### src/hw/rtl/mm_pkg.sv
// ----------------------------------------------------------------------------
// mm_pkg: shared types and constants of the matrix multiplier
// Sizes, configuration register indexes, command and result records.
// ----------------------------------------------------------------------------
package mm_pkg;

	localparam int MAX_DIM     = 8;
	localparam int DEPTH       = MAX_DIM * MAX_DIM;
	localparam int ADDR_W      = $clog2(DEPTH);
	localparam int CNT_W       = $clog2(DEPTH + 1);
	localparam int DIM_W       = $clog2(MAX_DIM + 1);
	localparam int DATA_W      = 32;
	localparam int PROD_W      = 2 * DATA_W;
	localparam int ACC_W       = PROD_W + $clog2(MAX_DIM) + 1;
	localparam int CFG_W       = 4;
	localparam int CFG_IDX_W   = 2;

	localparam int CMDQ_DEPTH  = 4;
	localparam int CMDQ_PTR_W  = $clog2(CMDQ_DEPTH);
	localparam int CMDQ_CNT_W  = $clog2(CMDQ_DEPTH + 1);
	localparam int RESQ_DEPTH  = 8;
	localparam int RESQ_PTR_W  = $clog2(RESQ_DEPTH);
	localparam int RESQ_CNT_W  = $clog2(RESQ_DEPTH + 1);

	localparam logic [CFG_IDX_W-1:0] REG_ROWS_A    = CFG_IDX_W'(0);
	localparam logic [CFG_IDX_W-1:0] REG_INNER_DIM = CFG_IDX_W'(1);
	localparam logic [CFG_IDX_W-1:0] REG_COLS_B    = CFG_IDX_W'(2);

	localparam logic [CFG_W-1:0] DIM_RESET = CFG_W'(8);

	localparam logic [DATA_W-1:0] SAT_POS = {1'b0, {(DATA_W-1){1'b1}}};
	localparam logic [DATA_W-1:0] SAT_NEG = {1'b1, {(DATA_W-1){1'b0}}};

	typedef struct packed {
		logic [DIM_W-1:0] rows;
		logic [DIM_W-1:0] inner;
		logic [DIM_W-1:0] cols;
	} dims_t;

	typedef struct packed {
		logic                     wr_a;
		logic                     wr_b;
		logic                     start;
		logic [ADDR_W-1:0]        addr;
		logic signed [DATA_W-1:0] data;
	} cmd_t;

	typedef struct packed {
		logic signed [DATA_W-1:0] product;
		logic                     saturated;
		logic                     last_out;
	} res_t;

	// A zero dimension acts as one, anything above the maximum as the maximum.
	function automatic logic [DIM_W-1:0] clamp_dim(input logic [CFG_W-1:0] v);
		logic [DIM_W-1:0] r;
		if (v == '0) begin
			r = DIM_W'(1);
		end else if (int'(v) > MAX_DIM) begin
			r = DIM_W'(MAX_DIM);
		end else begin
			r = DIM_W'(v);
		end
		return r;
	endfunction

endpackage

### src/hw/rtl/mm_cmd_queue.sv
// ----------------------------------------------------------------------------
// mm_cmd_queue: command queue between classifier and engine
// A small register queue; lets loading continue while the engine multiplies.
// ----------------------------------------------------------------------------
module mm_cmd_queue import mm_pkg::*; (
	input  logic clk,
	input  logic arst_n,
	input  logic push,
	input  cmd_t push_data,
	output logic full,
	input  logic pop,
	output cmd_t head,
	output logic empty
);

	cmd_t                  entry_q [CMDQ_DEPTH];
	logic [CMDQ_PTR_W-1:0] wr_ptr_q, rd_ptr_q;
	logic [CMDQ_CNT_W-1:0] count_q;
	logic                  do_push, do_pop;

	assign full    = count_q == CMDQ_CNT_W'(CMDQ_DEPTH);
	assign empty   = count_q == '0;
	assign head    = entry_q[rd_ptr_q];
	assign do_push = push && !full;
	assign do_pop  = pop && !empty;

	always_ff @(posedge clk) begin
		if (do_push) begin
			entry_q[wr_ptr_q] <= push_data;
		end
	end

	always_ff @(posedge clk or negedge arst_n) begin
		if (!arst_n) begin
			wr_ptr_q <= '0;
			rd_ptr_q <= '0;
			count_q  <= '0;
		end else begin
			if (do_push) begin
				wr_ptr_q <= wr_ptr_q + CMDQ_PTR_W'(1);
			end
			if (do_pop) begin
				rd_ptr_q <= rd_ptr_q + CMDQ_PTR_W'(1);
			end
			if (do_push && !do_pop) begin
				count_q <= count_q + CMDQ_CNT_W'(1);
			end else if (do_pop && !do_push) begin
				count_q <= count_q - CMDQ_CNT_W'(1);
			end
		end
	end

endmodule

### config.mk
export PLATFORM = sky130hd
export DESIGN_NAME = mm_cmd_queue
export DESIGN_NICKNAME = d
export VERILOG_FILES = /design/src/hw/rtl/mm_pkg.sv /design/src/hw/rtl/mm_cmd_queue.sv
export SDC_FILE = /design/constraint.sdc
export NUM_CORES = 1
export LEC_CHECK = 0
export CAP_MARGIN = 5
export CORE_MARGIN = 5
export CORE_UTILIZATION = 50
export CTS_CLUSTER_SIZE = 24
export DETAILED_ROUTE_END_ITERATION = 7
export DONT_BUFFER_PORTS = 1
export GPL_TIMING_DRIVEN = 0
export PLACE_DENSITY = 0.63
export SYNTH_ARGS = -nofsm -noshare
export SYNTH_HDL_FRONTEND = slang
export SYNTH_SLANG_ARGS = --single-unit
### constraint.sdc
create_clock -name clk -period 6.4 [get_ports clk]
set_input_delay 1.28 -clock clk [delete_from_list [all_inputs] [get_ports clk]]
set_output_delay 1.28 -clock clk [all_outputs]
set_load 0.05 [all_outputs]
[After elaboration in Yosys (flattened, before gate mapping)]
Memories as Yosys holds them, arrays and structs flattened.
Cells that the tools add are included.
Storage, ports and cells
  register bits after elaboration: 7
  bits in writable memories: 164
  bits of input ports: 45
  output and inout port bits: 43
  logic and storage cells: 23
  memories kept: 1
Operators by class
  $add $sub $neg: 4
  eq/ne operators: 1
  mux-type cells: 4
  reduce and logical (&&, ||, !) cells: 10
Memory list
  entry_q: words 4, bits a word 41, rd ports 1, clocked after memory_dff 0, write ports 1, line mm_cmd_queue.sv:16  | cmd_t entry_q [CMDQ_DEPTH];
Operators with widths (number)
  $mux W3: 2
  $add A2 B1 Y2 const B: 2
  $logic_and A1 B1 Y1: 4
  $logic_not A1 Y1: 4
  $add A3 B1 Y3 const B: 1
  $eq A3 B3 Y1 const B: 1
  $logic_not A3 Y1: 1
  $sub A3 B1 Y3 const B: 1
  $mux W1: 2
  $reduce_bool A2 Y1: 1

[Depth between registers and ports, before layout]
  depth after elaboration: 7
  gate-level depth with buffers: 9
  depth with buffers taken out: 8

[Least setup slack after synthesis]
No wires, ideal clock.
  path kind: input -> register
  start: input port push
  end: memory entry_q[0][0] (netlist bit), enable pin
  library setup time: 0.402 ns
  arrival time: 2.557 ns
  required time: 5.998 ns
  slack: 3.441 ns
  cell stages on the path: 3
  path buffers: 1
  cell sequence: nor2b_1 -> buf_6 -> and2_1
Between the ends
  longest elaborated chain between the ends: 3
RTL lines
  from (decl): line mm_cmd_queue.sv:8  | input logic push,
  $logic_and A1 B1 Y1: line mm_cmd_queue.sv:24  | assign do_push = push && !full;
  named net do_push: line mm_cmd_queue.sv:19  | logic do_push, do_pop;
  $mux W1: line mm_cmd_queue.sv:28  | if (do_push) begin
  $mux W1 (implied by the code): line mm_cmd_queue.sv:29  | entry_q[wr_ptr_q] <= push_data;
  to (decl): line mm_cmd_queue.sv:16
The timed path passes the listed nets, and every way through them passes these cells.

==> results.py <==
metrics = {
    "status": {
        "status": "finished clean",
    },
    "worst_setup_path": {
        "r2r-start": "count_q[0]",
        "crit_fanout": 10,
        "cp-startpoint": "rd_ptr_q[1]",
        "r2r_slack_ns": 3.79,
        "cp-start-kind": "flip-flop",
        "critical_path.cell_chain": "clkbuf_1 > buf_2 > mux4_1",
        "critPathBufInv": 2,
        "cp-end-kind": "primary output",
        "cp_slowest_stage_delay_ns": 0.61,
        "arrival_ns": 1.93,
        "critPathKind": "reg2out",
        "r2r_end": "count_q[1]",
        "ff2ff_path_depth": 7,
        "cp_slowest_cell": "mux4_1",
        "crit_cells": 3,
        "path_delay_family": "multiplexers",
        "required_ns": 5.12,
    },
    "placed_design": {
        "gp_congestion": 0.7212,
        "portBuffers": 0,
        "dp_hpwl_um": 6266,
    },
    "drt": {
        "drc": 0,
        "drt_iter0_drc": 178,
        "first_pass_iters": 6,
        "vias_per_cell": 5.451,
        "wl_per_cell_um": 22.50,
        "via_count": 2502,
        "drt-total-wl_um": 10330,
        "antenna_left": 0,
    },
    "clock_tree": {
        "clockBufferDepth": 2,
        "clock_latency_ns": 0.41,
        "clk_pin_slew_worst_paths_ns": 0.06,
        "cts_resized": 0,
        "cts_buffers": 17,
        "cts_root_buf": "clkbuf_16",
        "clock_sinks": 171,
        "htree_levels": 4,
        "cts_tree": "built",
        "post_cts_buffers": 0,
        "hold_buffers": 0,
    },
    "synthesis": {
        "ys_seq_area_frac": 0.7969,
        "ys_seq_elements": 171,
        "synth_cell_types": 22,
        "synth_top_area_share": 0.7695,
        "synth_area_per_cell_um2": 25.50,
        "ys.warnings.count": 0,
        "yosys_most_used_dff": "edfxtp_1",
        "synth_edf_count": 164,
        "yosys-top-cells-area": "edfxtp_1 77%, mux4_2 13%, dfrtp_1 2.7%",
        "synth_cells": 251,
        "synth.net_count": 302,
        "postSynth.asyncResetShare": 0.04094,
        "synth_largest_area_cell": "edfxtp_1",
        "synth.cell_area_mm2": 0.006400,
    },
    "floorplanning": {
        "die_w_um": 123.1,
        "coreArea_mm2": 0.01257,
        "die_y_um": 123.1,
        "start_util": 0.5092,
        "dieArea_mm2": 0.01516,
        "rows": 41,
        "ios": 88,
    },
    "hold_path": {
        "hold-path-cell-count": 1,
        "worstHoldStart": "count_q[2]",
        "min_path_type": "reg2reg",
        "holdPathEnd": "count_q[2]",
    },
    "timing": {
        "timing.final.crit_share": 0.5016,
        "skew_ns": 0.006607,
        "final-max-slew-violation-count": 0,
        "rsz0062_at_grt": "false",
        "setup_tns_ns": 0,
        "hold_viol": 0,
        "relSlewSlack": 0.4063,
        "fin_crit_ns": 3.210,
        "fmax_mhz": 311.5,
        "worst_pin_slew_ns": 0.8866,
        "finalSetupViolCount": 0,
    },
    "flow_run": {
        "maxCapViolations": 0,
    },
    "global_routing": {
        "grt_util_all_layers": 0.1495,
        "grt_overflow_total": 0,
        "first_global_vias": 2696,
        "antenna_found_initial": 0,
        "grt_max_degree": 32,
        "grt_pass1_wl_um": 15860,
    },
    "finish": {
        "n_antenna_cell": 0,
        "drive_above_1_share": 0.3101,
        "nets": 325,
        "syn2layout_area_growth_pct": 13.02,
    },
}
state kept, by name, indices dropped and copies added, names as in the netlist:
register and count:
rd_ptr_q 2, wr_ptr_q 2, count_q 3, entry_q 164
final cells by class:
| type | instances | area [um^2] |
|---|---|---|
| clock buffers | 21 | 460.4 |
| multi-input cells | 65 | 1164 |
| flip-flops and latches | 171 | 5100 |
| fillers | 901 | 5335 |
| well taps | 172 | 215.2 |
| repair buffers | 4 | 80.08 |
| inverters | 4 | 15.01 |
| clock inverters | 11 | 72.57 |
| plain buffers | 11 | 126.4 |
layer usage:
layer | global-route usage | vias to the layer above | wire length (um)
li1 | - | 1105 | -
met1 | 0.1782 | 1319 | 4031
met2 | 0.2375 | 66 | 5418
met3 | 0.06908 | 12 | 736
met4 | 0.06021 | 0 | 142
met5 | 0 | - | 0
synthesized netlist by cell type, types with 2 or more instances:
cell type	n
dfrtp_1	7
edfxtp_1	164
buf_12	4
and2_1	4
buf_6	2
mux4_2	38
ha_1	5
inv_1	4
xor2_1	2
xnor2_1	4
buf_2	4
mux4_1	3
placed cells by master, fill, tap and decap left out, types with 5 or more instances in the layout:
cell,synthesis,layout
dfrtp_1,7,7
mux4_2,38,38
ha_1,5,5
edfxtp_1,164,164
clkinv_2,0,5
clkbuf_16,0,17
buf_12,4,8
how the worst max path moves through the flow:
stage	end	slack, ns
final	head[35]	3.19
after CTS	head[35]	3.11
after global placement	entry_q[2][21]	2.57
after global routing	head[35]	3.04
after floorplan	entry_q[0][0]	3.44
after detailed placement	head[35]	3.56
per-stage QoR:
stage | cells | area (um^2) | worst slack, ns | utilization | hold slack (ns)
floorplan | 251 | 6400 | 3.441 | - | 0.4453
global placement | 423 | 6615 | 2.571 | 0.5263 | 0.4617
detailed placement | 427 | 6700 | 3.565 | 0.5331 | 0.4970
CTS | 459 | 7233 | 3.110 | 0.5755 | 0.5090
global route | 459 | 7233 | 3.041 | 0.5755 | 0.5206
finish | 459 | 7233 | 3.190 | 0.5755 | 0.5046
logic make-up (layout without fill, tap and decap cells):
| kind of cell | after synthesis | after routing | synth area share |
|---|---|---|---|
| AND/OR/NAND/NOR | 10 | 10 | 0.009774 |
| flip-flops | 171 | 171 | 0.7969 |
| adder cells (fa/ha/maj) | 6 | 6 | 0.01290 |
| XOR/XNOR | 6 | 6 | 0.008211 |
| multiplexers | 43 | 43 | 0.1501 |
| buffers and inverters | 15 | 51 | 0.02209 |
Power is not shown: default switching activity piles up to over one toggle a cycle in this logic, so the estimate is an artifact.
