## src/hw/rtl/mm_pkg.sv

```systemverilog
// ----------------------------------------------------------------------------
// mm_pkg: shared types and constants of the matrix multiplier
// Sizes, configuration register indexes, command and result records.
// ----------------------------------------------------------------------------
package mm_pkg;

	localparam int MAX_DIM     = 8;
	localparam int DEPTH       = MAX_DIM * MAX_DIM;
	localparam int ADDR_W      = $clog2(DEPTH);
	localparam int CNT_W       = $clog2(DEPTH + 1);
	localparam int DIM_W       = $clog2(MAX_DIM + 1);
	localparam int DATA_W      = 32;
	localparam int PROD_W      = 2 * DATA_W;
	localparam int ACC_W       = PROD_W + $clog2(MAX_DIM) + 1;
	localparam int CFG_W       = 4;
	localparam int CFG_IDX_W   = 2;

	localparam int CMDQ_DEPTH  = 4;
	localparam int CMDQ_PTR_W  = $clog2(CMDQ_DEPTH);
	localparam int CMDQ_CNT_W  = $clog2(CMDQ_DEPTH + 1);
	localparam int RESQ_DEPTH  = 8;
	localparam int RESQ_PTR_W  = $clog2(RESQ_DEPTH);
	localparam int RESQ_CNT_W  = $clog2(RESQ_DEPTH + 1);

	localparam logic [CFG_IDX_W-1:0] REG_ROWS_A    = CFG_IDX_W'(0);
	localparam logic [CFG_IDX_W-1:0] REG_INNER_DIM = CFG_IDX_W'(1);
	localparam logic [CFG_IDX_W-1:0] REG_COLS_B    = CFG_IDX_W'(2);

	localparam logic [CFG_W-1:0] DIM_RESET = CFG_W'(8);

	localparam logic [DATA_W-1:0] SAT_POS = {1'b0, {(DATA_W-1){1'b1}}};
	localparam logic [DATA_W-1:0] SAT_NEG = {1'b1, {(DATA_W-1){1'b0}}};

	typedef struct packed {
		logic [DIM_W-1:0] rows;
		logic [DIM_W-1:0] inner;
		logic [DIM_W-1:0] cols;
	} dims_t;

	typedef struct packed {
		logic                     wr_a;
		logic                     wr_b;
		logic                     start;
		logic [ADDR_W-1:0]        addr;
		logic signed [DATA_W-1:0] data;
	} cmd_t;

	typedef struct packed {
		logic signed [DATA_W-1:0] product;
		logic                     saturated;
		logic                     last_out;
	} res_t;

	// A zero dimension acts as one, anything above the maximum as the maximum.
	function automatic logic [DIM_W-1:0] clamp_dim(input logic [CFG_W-1:0] v);
		logic [DIM_W-1:0] r;
		if (v == '0) begin
			r = DIM_W'(1);
		end else if (int'(v) > MAX_DIM) begin
			r = DIM_W'(MAX_DIM);
		end else begin
			r = DIM_W'(v);
		end
		return r;
	endfunction

endpackage

```

## src/hw/rtl/mm_front.sv

```systemverilog
// ----------------------------------------------------------------------------
// mm_front: configuration registers and element classifier
// Counts incoming A and B elements and turns each request into a store
// command, a start command that may also store the final B, or nothing.
// ----------------------------------------------------------------------------
module mm_front import mm_pkg::*; (
	input  logic                     clk,
	input  logic                     arst_n,
	input  logic                     cfg_write,
	input  logic [CFG_IDX_W-1:0]     cfg_index,
	input  logic [CFG_W-1:0]         cfg_data,
	input  logic                     accept,
	input  logic                     op,
	input  logic signed [DATA_W-1:0] element,
	output logic                     cmd_push,
	output cmd_t                     cmd,
	output dims_t                    dims
);

	logic [DIM_W-1:0] rows_q, inner_q, cols_q;
	logic [CNT_W-1:0] count_a_q, count_b_q;
	logic [CNT_W-1:0] size_a, size_b;
	logic [CNT_W:0]   count_b_inc;

	assign size_a      = CNT_W'(rows_q) * CNT_W'(inner_q);
	assign size_b      = CNT_W'(inner_q) * CNT_W'(cols_q);
	assign count_b_inc = {1'b0, count_b_q} + (CNT_W+1)'(1);

	assign dims.rows  = rows_q;
	assign dims.inner = inner_q;
	assign dims.cols  = cols_q;

	always_comb begin
		cmd.wr_a  = 1'b0;
		cmd.wr_b  = 1'b0;
		cmd.start = 1'b0;
		cmd.data  = element;
		if (op == 1'b0) begin
			cmd.addr = count_a_q[ADDR_W-1:0];
			cmd.wr_a = count_a_q < size_a;
		end else begin
			cmd.addr  = count_b_q[ADDR_W-1:0];
			cmd.wr_b  = count_b_q < size_b;
			cmd.start = count_b_inc >= {1'b0, size_b};
		end
		cmd_push = accept && (cmd.wr_a || cmd.wr_b || cmd.start);
	end

	always_ff @(posedge clk or negedge arst_n) begin
		if (!arst_n) begin
			rows_q  <= clamp_dim(DIM_RESET);
			inner_q <= clamp_dim(DIM_RESET);
			cols_q  <= clamp_dim(DIM_RESET);
		end else if (cfg_write) begin
			case (cfg_index)
				REG_ROWS_A:    rows_q  <= clamp_dim(cfg_data);
				REG_INNER_DIM: inner_q <= clamp_dim(cfg_data);
				REG_COLS_B:    cols_q  <= clamp_dim(cfg_data);
				default: ;
			endcase
		end
	end

	always_ff @(posedge clk or negedge arst_n) begin
		if (!arst_n) begin
			count_a_q <= '0;
			count_b_q <= '0;
		end else if (accept) begin
			if (cmd.wr_a) begin
				count_a_q <= count_a_q + CNT_W'(1);
			end
			if (op == 1'b1) begin
				if (cmd.start) begin
					count_a_q <= '0;
					count_b_q <= '0;
				end else begin
					count_b_q <= count_b_inc[CNT_W-1:0];
				end
			end
		end
	end

endmodule

```

## config.mk

```make
export PLATFORM = sky130hd
export DESIGN_NAME = mm_front
export DESIGN_NICKNAME = d
export VERILOG_FILES = /design/src/hw/rtl/mm_pkg.sv /design/src/hw/rtl/mm_front.sv
export SDC_FILE = /design/constraint.sdc
export NUM_CORES = 1
export LEC_CHECK = 0
export BUFFER_PORTS_ARGS = -buffer_cell sky130_fd_sc_hd__buf_2
export CAP_MARGIN = 5
export CELL_PAD_IN_SITES_DETAIL_PLACEMENT = 1
export CELL_PAD_IN_SITES_GLOBAL_PLACEMENT = 2
export CORE_MARGIN = 2
export CORE_UTILIZATION = 27
export DETAILED_ROUTE_END_ITERATION = 12
export PLACE_DENSITY = 0.83
export SLEW_MARGIN = 20
export SYNTH_ARGS = -nofsm -noshare
export SYNTH_HDL_FRONTEND = slang
export SYNTH_SLANG_ARGS = --single-unit
```

## constraint.sdc

```tcl
create_clock -name clk -period 5.5 [get_ports clk]
set_input_delay 1.1 -clock clk [delete_from_list [all_inputs] [get_ports clk]]
set_output_delay 1.1 -clock clk [all_outputs]
set_load 0.05 [all_outputs]
```

; ---- Yosys cells after proc, flatten, opt, wreduce, memory -nomap -nowiden
; Index checks and enable logic that the tools add are counted.
[word_totals]
register_bits = 26
in_bits = 43
out_inout_bits = 54
elab_cells = 33
[classes]
add_sub_neg = 2
multipliers = 2
n_lt_le_gt_ge = 4
n_eq_ne = 2
muxes = 9
n_reduce_logical = 9
[op_table]
columns = operator, n
row1 = two-way mux 7 bit, 4
row2 = less-than comparator 7 bit, 2
row3 = multiplier 4 x 4 -> 7 bit, 2
row4 = "adder 7 x 1 -> 8 bit, second input constant", 1
row5 = greater-or-equal comparator 8 x 7 -> 1 bit, 1
row6 = two-way mux 4 bit, 2
row7 = AND reduction 2 bit, 4
row8 = "adder 7 x 1 -> 7 bit, second input constant", 1
row9 = two-way mux 6 bit, 1
row10 = "> comparator 4 bit, second input constant", 1
row11 = logical NOT 4 bit, 1
row12 = "equality test 2 x 1 -> 1 bit, second input constant", 1
row13 = "equality test 2 bit, second input constant", 1
row14 = logical NOT 2 bit, 1
row15 = logical OR 1 bit, 2
row16 = two-way mux 2 bit, 1
row17 = logical AND 1 bit, 1
row18 = two-way mux 1 bit, 1

; ---- Depth between registers and ports, before layout
[logic_depth]
ltp_word = 6
mapped_depth = 15
ltp_nobuf = 14

; ---- Least setup slack after synthesis
; No wires, ideal clock.
[synth_path]
kind = register to output
from = register inner_q[0]
to = output cmd_push
t_arrival_ps = 6457
required_ps = 4400
setup_slack_ps = -2057
path_stages_with_launch = 14
path_buffers = 0
cell_sequence = dfrtp_1 nand2_1 fa_1 inv_1 fa_1 fa_1 a21o_1 a21oi_1 xnor2_1 ha_1 nand2_1 a21oi_1 a2111oi_0 o31a_1
[synth_lines]
columns = item, line_no
row1 = from (decl), mm_front.sv:20  ; logic [DIM_W-1:0] rows_q, inner_q, cols_q;
row2 = from (signal assigned), mm_front.sv:52  ; inner_q <= clamp_dim(DIM_RESET);
row3 = from (signal assigned), mm_front.sv:57  ; REG_INNER_DIM: inner_q <= clamp_dim(cfg_data);
row4 = to (decl), mm_front.sv:15  ; output logic cmd_push,

; ---- Final worst setup path
[layout_path]
from = register cols_q[3]
to = output cmd_push
[layout_between]
elab_chain_len = 6
word_cells_on_any_way = 7
classes_between = 1 x mul / 2 x order compare / 1 x mux / 3 x reduce/logical
[layout_lines]
columns = item, line_no
row1 = from (decl), mm_front.sv:20
row2 = from (signal assigned), mm_front.sv:53  ; cols_q <= clamp_dim(DIM_RESET);
row3 = from (signal assigned), mm_front.sv:58  ; REG_COLS_B: cols_q <= clamp_dim(cfg_data);
row4 = multiplier 4 x 4 -> 7 bit (*), mm_front.sv:26  ; assign size_b = CNT_W'(inner_q) * CNT_W'(cols_q);
row5 = less-than comparator 7 bit, mm_front.sv:43  ; cmd.wr_b = count_b_q < size_b;
row6 = two-way mux 2 bit (*), mm_front.sv:38  ; if (op == 1'b0) begin
row7 = logical OR 1 bit, mm_front.sv:46  ; cmd_push = accept && (cmd.wr_a || cmd.wr_b || cmd.start);
row8 = logical OR 1 bit (*), mm_front.sv:46
row9 = logical AND 1 bit (*), mm_front.sv:46
; Mark *: on every way between the ends. The rest lies on a longest branch, timed or not.

==> results.md <==
* Die width at 108 µm
* Required time of the worst setup path at 4.40 ns
* Via count of the first global-routing pass at 2477
* Number of synthesized register bits at 26
* Number of buffers inserted by port buffering at 32
* Final hold violations at 0
* Most numerous cell on the critical path: fa_1
* Worst setup slack after layout at 0.0296 ns
* Kind of capture point of the worst setup path: primary output
* Proportion of netlist area held by the largest area contributor at about 20%
* Min-Delay Path Depth at 2
* Average vias per placed instance at 4.92
* Root buffer cell: clkbuf_8
* Pwr per Cell Area at 390 mW/mm²
* Final weighted congestion in routability-driven placement at between 0.8 and 0.9
* Worst slew margin at a little under three fifths
* Worst reg2reg setup slack at 1.05 ns
* Residual DRC at 0
* Post-synth EDFFs at 0
* Initial antenna violation count at 0
* Final critical path time including I/O delays and setup at 5.47 ns
* Worst min-delay path class: flip-flop to flip-flop
* Antenna cell count at 0
* Maximum fanout along the worst path at 4
* Post-Route WL at 7300 µm
* DP HPWL at 5770 µm
* Number of H-tree levels at 1
* Number of buffer and inverter instances along the worst setup path at 2
* Syn-to-layout area delta at 10.3%
* Vias after detailed routing at 2323
* Seq. cell area at between 600 and 700 µm²
* Endpoint of the lowest-slack register-to-register path: count_a_q[6]
* Largest cells by area after synthesis: dfrtp_1, ha_1, buf_4, fa_1, and2_1
* Number of buffers on the longest clock path at 2
* Class of the most critical setup path: flip-flop to primary output
* Max-cap violation count at 0
* Post-Syn Nets at 418
* Count of cells along the worst register-to-register path at 14
* Total negative slack at 0 ns
* First DRT Iteration DRCs at 53
* RSZ-0062 raised after global routing: yes
* Core Area at 0.0104 mm²
* Worst vdd ir at 0.306 mV
* Count of filler cells inserted in the layout at 1241
* Final-stage net count at 428
* Highest clock rate at 183 MHz
* Leakage power summed over all cells at 1.49 nW
* Crit path DAT at 4.37 ns
* Clock Skew at 0.0130 ns
* Area occupied by multi-input gates at 0.00200 mm²
* Final-report max-slew violation count at 0
* Sequential element share of the synthesized area at between 20% and 30%
* Aggregate global-route resource usage at 12.8%
* Pin count of the biggest net entering global routing at 27
* Number of ports placed on the die boundary at 97
* Clock transition at the registers of the reported paths at 0.09 ns
* Total setup violations reported at the end of the flow at 0
* Slowest stage cell on the critical path: dfstp_2
* Die Span Y at 108 µm
* Cell type group with the largest total delay on the critical path: adder cells
* Number of clock buffers inserted by TritonCTS at 3
* Number of distinct library cells after synthesis at 56
* Top cell type by total area after synthesis: dfrtp_1
* Netlist Area Pre-Place at around 0.0029 mm²
* Source-to-sink clock delay at the later pin of the worst-skew pair at 0.28 ns
* Mean post-synth cell area at 8.88 µm²
* Async SR Flop Fraction at 100%
* Sink of the worst hold path: cols_q[2]
* Minimum hold slack at 0.568 ns
* Run status: completed
* Initial DRT Pass Iterations at 4
* Cell Chain, Critical Path: nand2_2 -> fa_1 -> inv_1 -> fa_1 -> fa_2 -> a21o_1 -> a21oi_2 -> xnor2_2 -> ha_1 -> o211ai_1 -> or4_1 -> o2111a_2 -> a31oi_4 -> o31a_4 -> buf_8
* Instance count of the mapped netlist at 327
* Initial core utilization at 28.0%
* Clock tree from TritonCTS: yes
* Critical R2R Launch: inner_q[3]
* Layout cells sized above 1 at 25.0%
* Measured slew at the worst slew-check pin at 0.656 ns
* Nature of the critical path startpoint: flip-flop
* Delay of the slowest cell on the worst path at 0.56 ns
* Most used flip-flop cell after synthesis: dfrtp_1
* Die ar. at 0.0116 mm²
* Share of the clock period used by the worst path after layout at between 90% and 100%
* Routed length per instance at 15.5 µm
* Number of nets still failing antenna checks after routing at 0
* Hold_sp: cols_q[2]
* Number of warnings printed during yosys synthesis at 0
* Post-cts hold buffer count at 0
* Global-route wire length before repair at about 12000 µm
* Sink count of the clock tree at 26
* Number of rows created at floorplan at 37
* Remaining global-route overflow at 0
* Worst slack at placement at 0.106 ns
[per-layer routing]
| metal | part of all wire (%) | vias to the layer above | track usage (%) |
|---|---|---|---|
| li1 | - | 1139 | - |
| met1 | 48 | 1118 | 17.1 |
| met2 | 47 | 56 | 21.6 |
| met3 | 4.5 | 10 | 2.66 |
| met4 | 0.53 | 0 | 1.92 |
| met5 | 0 | - | 0 |
[through the flow]
stage | power, W | cells | util (%) | instance area, µm²
2_1_floorplan | 0.000946 | 327 | - | 2950
3_3_place_gp | 0.00105 | 458 | 29.1 | 3020
3_5_place_dp | 0.00107 | 458 | 29.1 | 3020
4_1_cts | 0.00123 | 467 | 30.2 | 3130
5_1_grt | 0.00136 | 472 | 30.9 | 3200
6_report | 0.00125 | 472 | 30.9 | 3200
[registers in the layout, summed over array words and instances (netlist names)]
signal,cells
inner_q,4
rows_q,4
count_a_q,7
count_b_q,7
cols_q,4
[report_power, final]
| group | switching [W] | leakage (nW) | internal, W |
|---|---|---|---|
| registers | 0.0000836 | 0.326 | 0.000239 |
| logic | 0.000501 | 1.14 | 0.000297 |
| clock network | 0.0000651 | 0.0288 | 0.0000642 |
[cell families after synthesis]
family,Yosys count,synth area share (%)
buf+inv,55,11.4
fa+ha+maj,48,22.7
simple gates,105,19.3
mux,8,3.06
flops,26,22.5
xor+xnor,16,4.83
compound gates,69,16.2
[layout by cell type, fill, tap and decap left out, types with 6 or more instances in the layout]
cell type	Yosys	layout
nand2_1	40	39
ha_1	40	39
buf_2	0	29
and2_1	24	24
dfrtp_1	23	18
inv_1	17	17
xnor2_1	15	14
o21ai_0	14	14
a21oi_1	15	13
buf_4	33	11
nand3_1	9	9
mux2_2	7	7
fa_1	8	7
o21ai_1	6	6
[worst register-to-register path, cell delays in order, from the launching register on]
cell and delay (ns):
dfstp_2 0.61, nand2_1 0.11, fa_1 0.54, inv_1 0.05
fa_1 0.52, fa_1 0.48, a21o_1 0.19, a21oi_1 0.19
xnor2_1 0.16, ha_1 0.28, a211oi_2 0.26, nand2_1 0.12
a2111oi_0 0.56, xnor2_1 0.19, a21oi_1 0.06
[cell usage after synthesis, types with 2 or more instances]
cell type and number:
and2_1 24, fa_1 8, ha_1 40, nand3b_1 3
inv_1 17, dfrtp_1 23, a31oi_1 3, nor2_1 5
nor3_1 2, o21bai_1 2, nand2_1 40, nand3_1 9
a21boi_0 2, dfstp_2 3, a2bb2oi_1 2, buf_4 33
clkbuf_1 4, a2111oi_0 3, nor2b_1 2, nand2b_1 5
a21o_1 4, xnor2_1 15, a211oi_1 2, nand4_1 3
o21ai_0 14, a21oi_1 15, mux2_2 7, o21ai_1 6
o211ai_1 4
[what timing repair did]
item / in CTS / in global routing
buffers inserted: 5 / 5
setup endpoints to repair: 2 / 3
pin swaps: 2 / 2
resized for setup: 4 / 6
[how the worst max path moves through the flow]
stage               start  endpoint  slack, ns  cells after the start
4_1_cts        inner_q[3]  cmd_push       0.01                     14
3_5_place_dp    cols_q[3]  cmd_push       0.11                     15
5_1_grt         cols_q[3]  cmd_push      -0.13                     15
6_report        cols_q[3]  cmd_push       0.03                     15
3_3_place_gp    cols_q[3]  cmd_push       0.24                     15
2_1_floorplan   cols_q[3]  cmd_push       0.03                     14
[final cells by class]
type                       instances  area share (%)
timing repair buffer              43            8.05
multi-input combinational        246            62.3
tap                              136            5.31
sequential                        26            20.6
clock buffer                       4            1.72
inverter                          17            1.99
Power figures use the tool's default switching activity.
