<file path="src/hw/rtl/mm_pkg.sv">
// ----------------------------------------------------------------------------
// mm_pkg: shared types and constants of the matrix multiplier
// Sizes, configuration register indexes, command and result records.
// ----------------------------------------------------------------------------
package mm_pkg;

	localparam int MAX_DIM     = 8;
	localparam int DEPTH       = MAX_DIM * MAX_DIM;
	localparam int ADDR_W      = $clog2(DEPTH);
	localparam int CNT_W       = $clog2(DEPTH + 1);
	localparam int DIM_W       = $clog2(MAX_DIM + 1);
	localparam int DATA_W      = 32;
	localparam int PROD_W      = 2 * DATA_W;
	localparam int ACC_W       = PROD_W + $clog2(MAX_DIM) + 1;
	localparam int CFG_W       = 4;
	localparam int CFG_IDX_W   = 2;

	localparam int CMDQ_DEPTH  = 4;
	localparam int CMDQ_PTR_W  = $clog2(CMDQ_DEPTH);
	localparam int CMDQ_CNT_W  = $clog2(CMDQ_DEPTH + 1);
	localparam int RESQ_DEPTH  = 8;
	localparam int RESQ_PTR_W  = $clog2(RESQ_DEPTH);
	localparam int RESQ_CNT_W  = $clog2(RESQ_DEPTH + 1);

	localparam logic [CFG_IDX_W-1:0] REG_ROWS_A    = CFG_IDX_W'(0);
	localparam logic [CFG_IDX_W-1:0] REG_INNER_DIM = CFG_IDX_W'(1);
	localparam logic [CFG_IDX_W-1:0] REG_COLS_B    = CFG_IDX_W'(2);

	localparam logic [CFG_W-1:0] DIM_RESET = CFG_W'(8);

	localparam logic [DATA_W-1:0] SAT_POS = {1'b0, {(DATA_W-1){1'b1}}};
	localparam logic [DATA_W-1:0] SAT_NEG = {1'b1, {(DATA_W-1){1'b0}}};

	typedef struct packed {
		logic [DIM_W-1:0] rows;
		logic [DIM_W-1:0] inner;
		logic [DIM_W-1:0] cols;
	} dims_t;

	typedef struct packed {
		logic                     wr_a;
		logic                     wr_b;
		logic                     start;
		logic [ADDR_W-1:0]        addr;
		logic signed [DATA_W-1:0] data;
	} cmd_t;

	typedef struct packed {
		logic signed [DATA_W-1:0] product;
		logic                     saturated;
		logic                     last_out;
	} res_t;

	// A zero dimension acts as one, anything above the maximum as the maximum.
	function automatic logic [DIM_W-1:0] clamp_dim(input logic [CFG_W-1:0] v);
		logic [DIM_W-1:0] r;
		if (v == '0) begin
			r = DIM_W'(1);
		end else if (int'(v) > MAX_DIM) begin
			r = DIM_W'(MAX_DIM);
		end else begin
			r = DIM_W'(v);
		end
		return r;
	endfunction

endpackage

</file>
<file path="src/hw/rtl/mm_result_queue.sv">
// ----------------------------------------------------------------------------
// mm_result_queue: output queue of product elements
// Holds finished results until the receiver pops them.
// ----------------------------------------------------------------------------
module mm_result_queue import mm_pkg::*; (
	input  logic clk,
	input  logic arst_n,
	input  logic push,
	input  res_t push_data,
	input  logic pop,
	output res_t head,
	output logic empty
);

	res_t                  entry_q [RESQ_DEPTH];
	logic [RESQ_PTR_W-1:0] wr_ptr_q, rd_ptr_q;
	logic [RESQ_CNT_W-1:0] count_q;
	logic                  do_pop;

	assign empty  = count_q == '0;
	assign head   = entry_q[rd_ptr_q];
	assign do_pop = pop && !empty;

	// The engine only issues work it has room for, so push never overflows.
	always_ff @(posedge clk) begin
		if (push) begin
			entry_q[wr_ptr_q] <= push_data;
		end
	end

	always_ff @(posedge clk or negedge arst_n) begin
		if (!arst_n) begin
			wr_ptr_q <= '0;
			rd_ptr_q <= '0;
			count_q  <= '0;
		end else begin
			if (push) begin
				wr_ptr_q <= wr_ptr_q + RESQ_PTR_W'(1);
			end
			if (do_pop) begin
				rd_ptr_q <= rd_ptr_q + RESQ_PTR_W'(1);
			end
			if (push && !do_pop) begin
				count_q <= count_q + RESQ_CNT_W'(1);
			end else if (do_pop && !push) begin
				count_q <= count_q - RESQ_CNT_W'(1);
			end
		end
	end

endmodule

</file>
<file path="config.mk">
export PLATFORM = sky130hd
export DESIGN_NAME = mm_result_queue
export DESIGN_NICKNAME = d
export VERILOG_FILES = /design/src/hw/rtl/mm_pkg.sv /design/src/hw/rtl/mm_result_queue.sv
export SDC_FILE = /design/constraint.sdc
export NUM_CORES = 1
export LEC_CHECK = 0
export BUFFER_PORTS_ARGS = -buffer_cell sky130_fd_sc_hd__buf_2
export CAP_MARGIN = 30
export CORE_UTILIZATION = 54
export DETAILED_ROUTE_END_ITERATION = 12
export PLACE_DENSITY = 0.87
export SLEW_MARGIN = 0
export SYNTH_ARGS = -nofsm -noshare
export SYNTH_HDL_FRONTEND = slang
export SYNTH_SLANG_ARGS = --single-unit
</file>
<file path="constraint.sdc">
create_clock -name clk -period 3.8 [get_ports clk]
set_clock_uncertainty 0.2 [all_clocks]
set_input_delay 0.19 -clock clk [delete_from_list [all_inputs] [get_ports clk]]
set_output_delay 0.19 -clock clk [all_outputs]
set_load 0.05 [all_outputs]
</file>
=== After elaboration in Yosys (flattened, before gate mapping) ===
Memories as Yosys holds them, arrays and structs flattened.
Cells that the tools add are included.

* Register bits after elaboration: 10
* RAM bits: 272
* Output and inout bits: 35
* Memories: 1

* Add/sub/neg operators: 4
* Muxes and demuxes: 4
* Reduce and logical (&&, ||, !) cells: 8

{| class="wikitable"
|+ Memory list
! memory !! depth !! bits a word !! rd ports !! clocked after memory_dff !! wr ports !! line !! source
|-
| entry_q || 8 || 34 || 1 || 0 || 1 || mm_result_queue.sv:15 || <nowiki>res_t entry_q [RESQ_DEPTH];</nowiki>
|}

{| class="wikitable"
|+ Operators with widths
! cell !! count
|-
| 2-to-1 mux 4 bit || 2
|-
| adder 3 x 1 -> 3 bit (second input constant) || 2
|-
| adder 4 x 1 -> 4 bit (second input constant) || 1
|-
| zero test 4 bit || 1
|-
| subtractor 4 x 1 -> 4 bit (second input constant) || 1
|-
| logical AND 1 bit || 3
|-
| zero test 1 bit || 3
|-
| 2-to-1 mux 1 bit || 2
|-
| nonzero test 2 bit || 1
|}

=== Longest topological paths before layout ===
Gate-level depths: netlist (run 1).

* Depth after elaboration: 6
* Depth in mapped cells: 7

=== Worst setup path before layout (run 1) ===
No wires, ideal clock.

* Path type: register -> register
* Start point: register wr_ptr_q[2]
* End point: memory entry_q[0][0] (netlist bit) (enable)
* Arrival time: 2911 ps
* Path slack: 221 ps
* Stages on the path, launching flop included: 3
* Path buffers: 0
* Period minus slack after synthesis: 3579 ps
* Cell sequence: dfrtp_1 nand2b_1 nor3_1

{| class="wikitable"
|+ RTL lines
! what !! line !! source
|-
| start: declaration || mm_result_queue.sv:16 || <nowiki>logic [RESQ_PTR_W-1:0] wr_ptr_q, rd_ptr_q;</nowiki>
|-
| start signal: assignment || mm_result_queue.sv:38 || <nowiki>wr_ptr_q <= wr_ptr_q + RESQ_PTR_W'(1);</nowiki>
|-
| end: declaration || mm_result_queue.sv:15 ||
|}

No word-level cell before the write port.

==> flow_summary.json, run 1 <==
{
  "cts_max_level": 1,
  "die_y_microns": 144,
  "combPwrFrac_pct": 36.1,
  "synth_ff_type": "edfxtp_1",
  "clk_pin_slew_worst_paths_ns": 0.07,
  "vdd_drop_max_mv": 0.733,
  "worstReg2RegStart": "count_q[0]$_DFFE_PN0P_",
  "slowest_stage": "dfrtp_4",
  "hp-class": "primary input to flip-flop",
  "regToRegSetupSlack_ns": 0.66,
  "cts_tree": "yes",
  "powerDensity_mw_per_mm2": 845,
  "cts_buffers": 27,
  "ys_types": 30,
  "cp_data_arrival_time_ns": 2.89,
  "drcViolationCount": 0,
  "internal-power_mw": 7.11,
  "antenna_left": 0,
  "gp_congestion": 0.754,
  "cp.required_ns": 3.41,
  "drv_slew": 0,
  "seq_power_share_pct": 38.8,
  "rr_endpoint": "count_q[3]$_DFFE_PN0P_",
  "rr_worst_depth": 7,
  "path_cells": "buf_4 > mux4_2 > mux2_2 > buf_2",
  "synth_edf_count": 272,
  "postCtsSetupBuffers": 0,
  "syn2layout_area_growth_pct": 19.2,
  "crit_fanout": 27,
  "synth_fp_nets": 498,
  "grt_overflow": 0,
  "drt_iter0_drc": 375,
  "finalSetupViolCount": 0,
  "die_w_microns": 144,
  "via_count": 5158,
  "ios": 73,
  "tightest_slew_ns": 0.836,
  "n_antenna_cell": 0,
  "finalWirelength_mm": 21.8,
  "synth_top_area_share_pct": 75.2,
  "start_kind": "flip-flop",
  "end_kind": "output pin",
  "first_pass_iters": 4,
  "core_area_sq_mm": 0.0196,
  "rows": 51,
  "grt_max_degree": 71,
  "maxCapViolations": 0,
  "fmax_mhz": 305,
  "min_path_cells": 2,
  "grt_pass1_vias": 5513,
  "hpwlAfterDp_mm": 11.8,
  "p_leak_nw": 4.33,
  "die_area_sq_mm": 0.0207,
  "synth-async-reset-ratio_pct": 3.55,
  "swShare_pct": 35.0,
  "ys.warnings.count": 0,
  "rsz0062_at_grt": "false",
  "ys_ff_latch": 282,
  "timing_hold_violations_final": 0,
  "fin_total_pwr_mw": 10.9,
  "outcome": "finished clean",
  "worst_hold_startpoint": "push_data[5]",
  "avgSynthCellArea_sq_um": 23.9,
  "yosysMostFrequentCell": "edfxtp_1",
  "io_buffer_count": 72,
  "yosys-top-cells-count": "272 x edfxtp_1, 68 x mux4_2, 27 x mux2_2",
  "start_util_pct": 55.4,
  "finish.net_count": 631,
  "critical_path_class": "flip-flop to output pin",
  "viasPerCell": 5.92,
  "slowest_delay_ns": 0.83,
  "clkPwrFrac_pct": 25.1,
  "cts.path.max_buffers": 3,
  "grt_pass1_wl_mm": 32.9,
  "antenna_found_initial": 0,
  "setup_tns_ns": 0,
  "synth_area_sq_mm": 0.0109,
  "synth-seq-area-share_pct": 77.5,
  "synth.area.top_cells": "edfxtp_1 75%, mux4_2 14%, mux2_2 2.8%, dfrtp_1 2.3%, mux2_4 1.4%",
  "syn_inst": 454,
  "power.switching_mw": 3.82,
  "synth_area_leader_cell": "edfxtp_1",
  "period_needed_ns": 3.28,
  "max_slew_margin_pct": 44.1,
  "drive_above_1_share_pct": 40.9,
  "hold_end": "entry_q[1][5]$_DFFE_PP_",
  "post_drt_wl_per_cell_microns": 25.0,
  "cts.sinks": 282,
  "fin_crit_sh_pct": 86.4,
  "grt_use_total_pct": 22.4,
  "insertion_delay_ns": 0.51,
  "cts_root_buf": "clkbuf_16"
}
==> repair_timing <==
action                                 4_1_cts  5_1_grt
hold buffers                                38        0
resized for setup                            0        0
endpoints found under the hold margin      288        0
==> cell type report <==
cell class / instances / area [sq um]
Clock buffer: 29 / 693
Clock inverter: 20 / 223
Fill cell: 1262 / 6650
Inverter: 2 / 7.51
Multi-Input combinational cell: 149 / 2360
Sequential cell: 282 / 8430
Tap cell: 265 / 332
Timing Repair Buffer: 125 / 898
==> routing by layer <==
layer / vias to the layer above / global-route usage [%] / part of all wire (%)
met1: 2719 / 28.9 / 38
met2: 213 / 40.3 / 54
met4: 0 / 5.10 / 2.1
met3: 36 / 3.50 / 5.8
li1: 2190 / - / -
met5: - / 0 / 0
==> placed cells by master (no fill, tap or decap), types with 3 or more instances in the layout <==
| cell type | n |
|---|---|
| buf_2 | 72 |
| buf_4 | 12 |
| bufinv_16 | 5 |
| clkbuf_16 | 27 |
| clkinv_1 | 4 |
| clkinv_2 | 10 |
| dfrtp_1 | 7 |
| dlygate4sd3_1 | 38 |
| edfxtp_1 | 272 |
| ha_1 | 5 |
| mux2_2 | 27 |
| mux2_4 | 10 |
| mux4_2 | 68 |
| nand2_1 | 5 |
| nand2b_1 | 3 |
| nor2_4 | 6 |
| xnor2_1 | 4 |
==> power groups by stage <==
stage	Clock, mW	Combinational [mW]	Sequential, mW
detailed placement	0	3.75	4.44
finish	2.74	3.95	4.24
global route	2.89	4.16	4.29
CTS	2.77	3.84	4.40
global placement	0	3.57	4.44
floorplan	0	3.18	4.10
==> per-stage QoR <==
step | hold slack [ns] | cells | setup WS, ns | area (sq um) | utilization [%]
final | 0.274 | 872 | 0.517 | 12900 | 66.1
after global placement | -0.151 | 783 | 0.988 | 11600 | 59.2
after CTS | 0.262 | 871 | 0.459 | 12900 | 65.9
after detailed placement | -0.139 | 784 | 0.701 | 11600 | 59.3
after floorplan | -0.306 | 454 | 0.221 | 10900 | -
after global routing | 0.286 | 872 | 0.364 | 12900 | 66.1
==> worst max path at each step <==
stage                                 start                       to  depth (start not counted)
finish              rd_ptr_q[0]$_DFFE_PN0P_                  head[2]                          4
global route        rd_ptr_q[0]$_DFFE_PN0P_                  head[2]                          4
CTS                 rd_ptr_q[0]$_DFFE_PN0P_                  head[2]                          4
detailed placement   count_q[0]$_DFFE_PN0P_   count_q[3]$_DFFE_PN0P_                          7
global placement     count_q[0]$_DFFE_PN0P_   count_q[3]$_DFFE_PN0P_                          7
floorplan           wr_ptr_q[2]$_DFFE_PN0P_  entry_q[0][0]$_DFFE_PP_                          2
==> critical path: cells and delay by family (launching register included) <==
kind / cells / cell delay (ns)
multiplexers: 2 / 0.85
flip-flops: 1 / 0.83
buffers and inverters: 2 / 0.66
==> kinds of logic (layout without fill, tap and decap cells) <==
kind of cell | count (synthesis) | in the layout | share of synthesized area [%]
flops | 282 | 282 | 77.5
mux | 106 | 106 | 18.4
simple gates | 24 | 24 | 1.07
buf+inv | 23 | 176 | 1.26
compound gates | 7 | 7 | 0.530
fa+ha+maj | 6 | 6 | 0.760
xor+xnor | 6 | 6 | 0.484
==> state kept, by name, summed over array words and instances (netlist names) <==
register,flops
entry_q,272
rd_ptr_q,3
wr_ptr_q,3
count_q,4
Note: power is estimated with default switching activity, not from simulation.
==> run 2, diff against run 1 <==
--- a/config.mk
+++ b/config.mk
@@ -7,9 +7,11 @@
 export LEC_CHECK = 0
 export BUFFER_PORTS_ARGS = -buffer_cell sky130_fd_sc_hd__buf_2
 export CAP_MARGIN = 30
-export CORE_UTILIZATION = 54
+export CORE_UTILIZATION = 56
+export CTS_BUF_LIST = sky130_fd_sc_hd__clkbuf_8
 export DETAILED_ROUTE_END_ITERATION = 12
-export PLACE_DENSITY = 0.87
+export MAX_ROUTING_LAYER = met4
+export PLACE_DENSITY = 0.9
 export SLEW_MARGIN = 0
 export SYNTH_ARGS = -nofsm -noshare
 export SYNTH_HDL_FRONTEND = slang
==> run 2 against run 1 <==
  * Cell area fell by 1.4%
  * Hold slack got worse by 0.017 ns
  * Wire length fell by 8.5%
  * Highest routed layer unchanged
==> flow_summary.json, run 2 (synthesis gave the netlist of run 1 again) <==
{
  "die_y_microns": 141,
  "ios": 73,
  "regToRegSetupSlack_ns": 0.70,
  "internal-power_mw": 6.59,
  "grt_overflow": 0,
  "hpwlAfterDp_mm": 11.8,
  "powerDensity_mw_per_mm2": 808,
  "cts.sinks": 282,
  "cts.path.max_buffers": 3,
  "crit_fanout": 6,
  "rows": 50,
  "p_leak_nw": 4.29,
  "path_cells": "o41ai_2 > ha_1 > inv_1 > ha_1 > or4_1 > o211ai_1 > o211ai_1",
  "viasPerCell": 5.75,
  "start_util_pct": 57.7,
  "drt_iter0_drc": 371,
  "drive_above_1_share_pct": 40.2,
  "top_regs": "entry_q: 272 flops, count_q: 4 flops",
  "hold_end": "entry_q[4][26]$_DFFE_PP_",
  "outcome": "finished clean",
  "syn2layout_area_growth_pct": 17.5,
  "first_pass_iters": 5,
  "io_buffer_count": 72,
  "cp_top_family": "compound AO/OA/AOI/OAI gates",
  "maxCapViolations": 0,
  "final_cell_mix": "272 x edfxtp_1, 72 x buf_2, 68 x mux4_2",
  "setup_tns_ns": 0,
  "fillers": 1162,
  "post_drt_wl_per_cell_microns": 22.3,
  "fmax_mhz": 322,
  "cts_buffers": 44,
  "cts_tree": "yes",
  "core_area_sq_mm": 0.0188,
  "fin_total_pwr_mw": 10.3,
  "min_path_cells": 2,
  "grt_pass1_wl_mm": 30.2,
  "cts_max_level": 2,
  "finish.net_count": 649,
  "drv_slew": 0,
  "worstReg2RegStart": "count_q[0]$_DFFE_PN0P_",
  "rr_worst_depth": 7,
  "vdd_drop_max_mv": 0.511,
  "start_kind": "flip-flop",
  "n_antenna_cell": 0,
  "tightest_slew_ns": 1.02,
  "antenna_left": 0,
  "clk_pin_slew_worst_paths_ns": 0.06,
  "insertion_delay_ns": 0.53,
  "swShare_pct": 36.1,
  "die_w_microns": 141,
  "postCtsSetupBuffers": 0,
  "drcViolationCount": 0,
  "cts_resized": 0,
  "regMostFlops": "entry_q",
  "ff_latch_area_sq_mm": 0.00843,
  "antenna_found_initial": 0,
  "cp_data_arrival_time_ns": 3.30,
  "combPwrFrac_pct": 36.2,
  "finalSetupViolCount": 0,
  "fin_crit_sh_pct": 81.6,
  "worst_hold_startpoint": "push_data[26]",
  "max_slew_margin_pct": 32.1,
  "clkPwrFrac_pct": 21.5,
  "slowest_delay_ns": 0.61,
  "via_count": 5149,
  "crit_buf_inv": 1,
  "grt_max_degree": 71,
  "multi_input_area_sq_mm": 0.00236,
  "timing_hold_violations_final": 0,
  "final_common_cell": "edfxtp_1",
  "seq_power_share_pct": 42.3,
  "rsz0062_at_grt": "false",
  "rr_endpoint": "count_q[3]$_DFFE_PN0P_",
  "grt_use_total_pct": 21.8,
  "finalWirelength_mm": 19.9,
  "power.switching_mw": 3.72,
  "die_area_sq_mm": 0.0200,
  "gp_congestion": 0.787,
  "critical_path_class": "flip-flop to flip-flop",
  "slowest_stage": "o41ai_2",
  "grt_pass1_vias": 5477,
  "hp-class": "primary input to flip-flop",
  "cts_root_buf": "clkbuf_8",
  "period_needed_ns": 3.10,
  "cp.required_ns": 4.00,
  "largest_reg_flops": 272,
  "end_kind": "flip-flop"
}
==> run 2: per-layer routing <==
layer / vias to the layer above / track usage, % / wire length (microns)
met5: - / - / 0
met2: 222 / 36.5 / 10400
li1: 2232 / - / -
met4: 0 / 8.92 / 434
met3: 40 / 3.68 / 1190
met1: 2655 / 26.7 / 7940
==> run 2: layout make-up <==
| type | instances | area share, % |
|---|---|---|
| clock buffer | 45 | 4.85 |
| clock inverter | 31 | 1.16 |
| inverter | 2 | 0.0588 |
| multi-input combinational | 149 | 18.5 |
| sequential | 282 | 66.0 |
| tap | 260 | 2.55 |
| timing repair buffer | 126 | 6.84 |
==> run 2: worst max-delay path by stage <==
stage                             from                      end  cells past startpoint
6_report        count_q[0]$_DFFE_PN0P_   count_q[3]$_DFFE_PN0P_                      7
5_1_grt         count_q[0]$_DFFE_PN0P_   count_q[3]$_DFFE_PN0P_                      7
4_1_cts        rd_ptr_q[0]$_DFFE_PN0P_                  head[5]                      4
3_5_place_dp    count_q[0]$_DFFE_PN0P_   count_q[3]$_DFFE_PN0P_                      7
3_3_place_gp    count_q[0]$_DFFE_PN0P_   count_q[3]$_DFFE_PN0P_                      7
2_1_floorplan  wr_ptr_q[2]$_DFFE_PN0P_  entry_q[0][0]$_DFFE_PP_                      2
==> run 2: power by group through the flow <==
stage / registers [mW] / clock network [mW] / logic (mW)
floorplan: 4.10 / 0 / 3.18
global placement: 4.37 / 0 / 3.64
detailed placement: 4.43 / 0 / 3.73
CTS: 4.37 / 2.27 / 3.78
global route: 4.41 / 2.39 / 3.92
finish: 4.36 / 2.22 / 3.73
==> run 2: timing repair <==
action,4_1_cts,5_1_grt
hold endpoints to repair,288,0
hold buffers,38,0
setup endpoints to repair,0,0
==> run 2: through the flow <==
| stage | area, sq um | hold slack (ns) | util, % | std cells | worst slack, ns |
|---|---|---|---|---|---|
| floorplan | 10900 | -0.306 | - | 454 | 0.221 |
| global placement | 11600 | -0.152 | 61.7 | 781 | 1.01 |
| detailed placement | 11600 | -0.140 | 61.7 | 781 | 0.728 |
| CTS | 12800 | 0.228 | 67.8 | 895 | 0.653 |
| global route | 12800 | 0.263 | 67.8 | 895 | 0.564 |
| finish | 12800 | 0.257 | 67.8 | 895 | 0.699 |
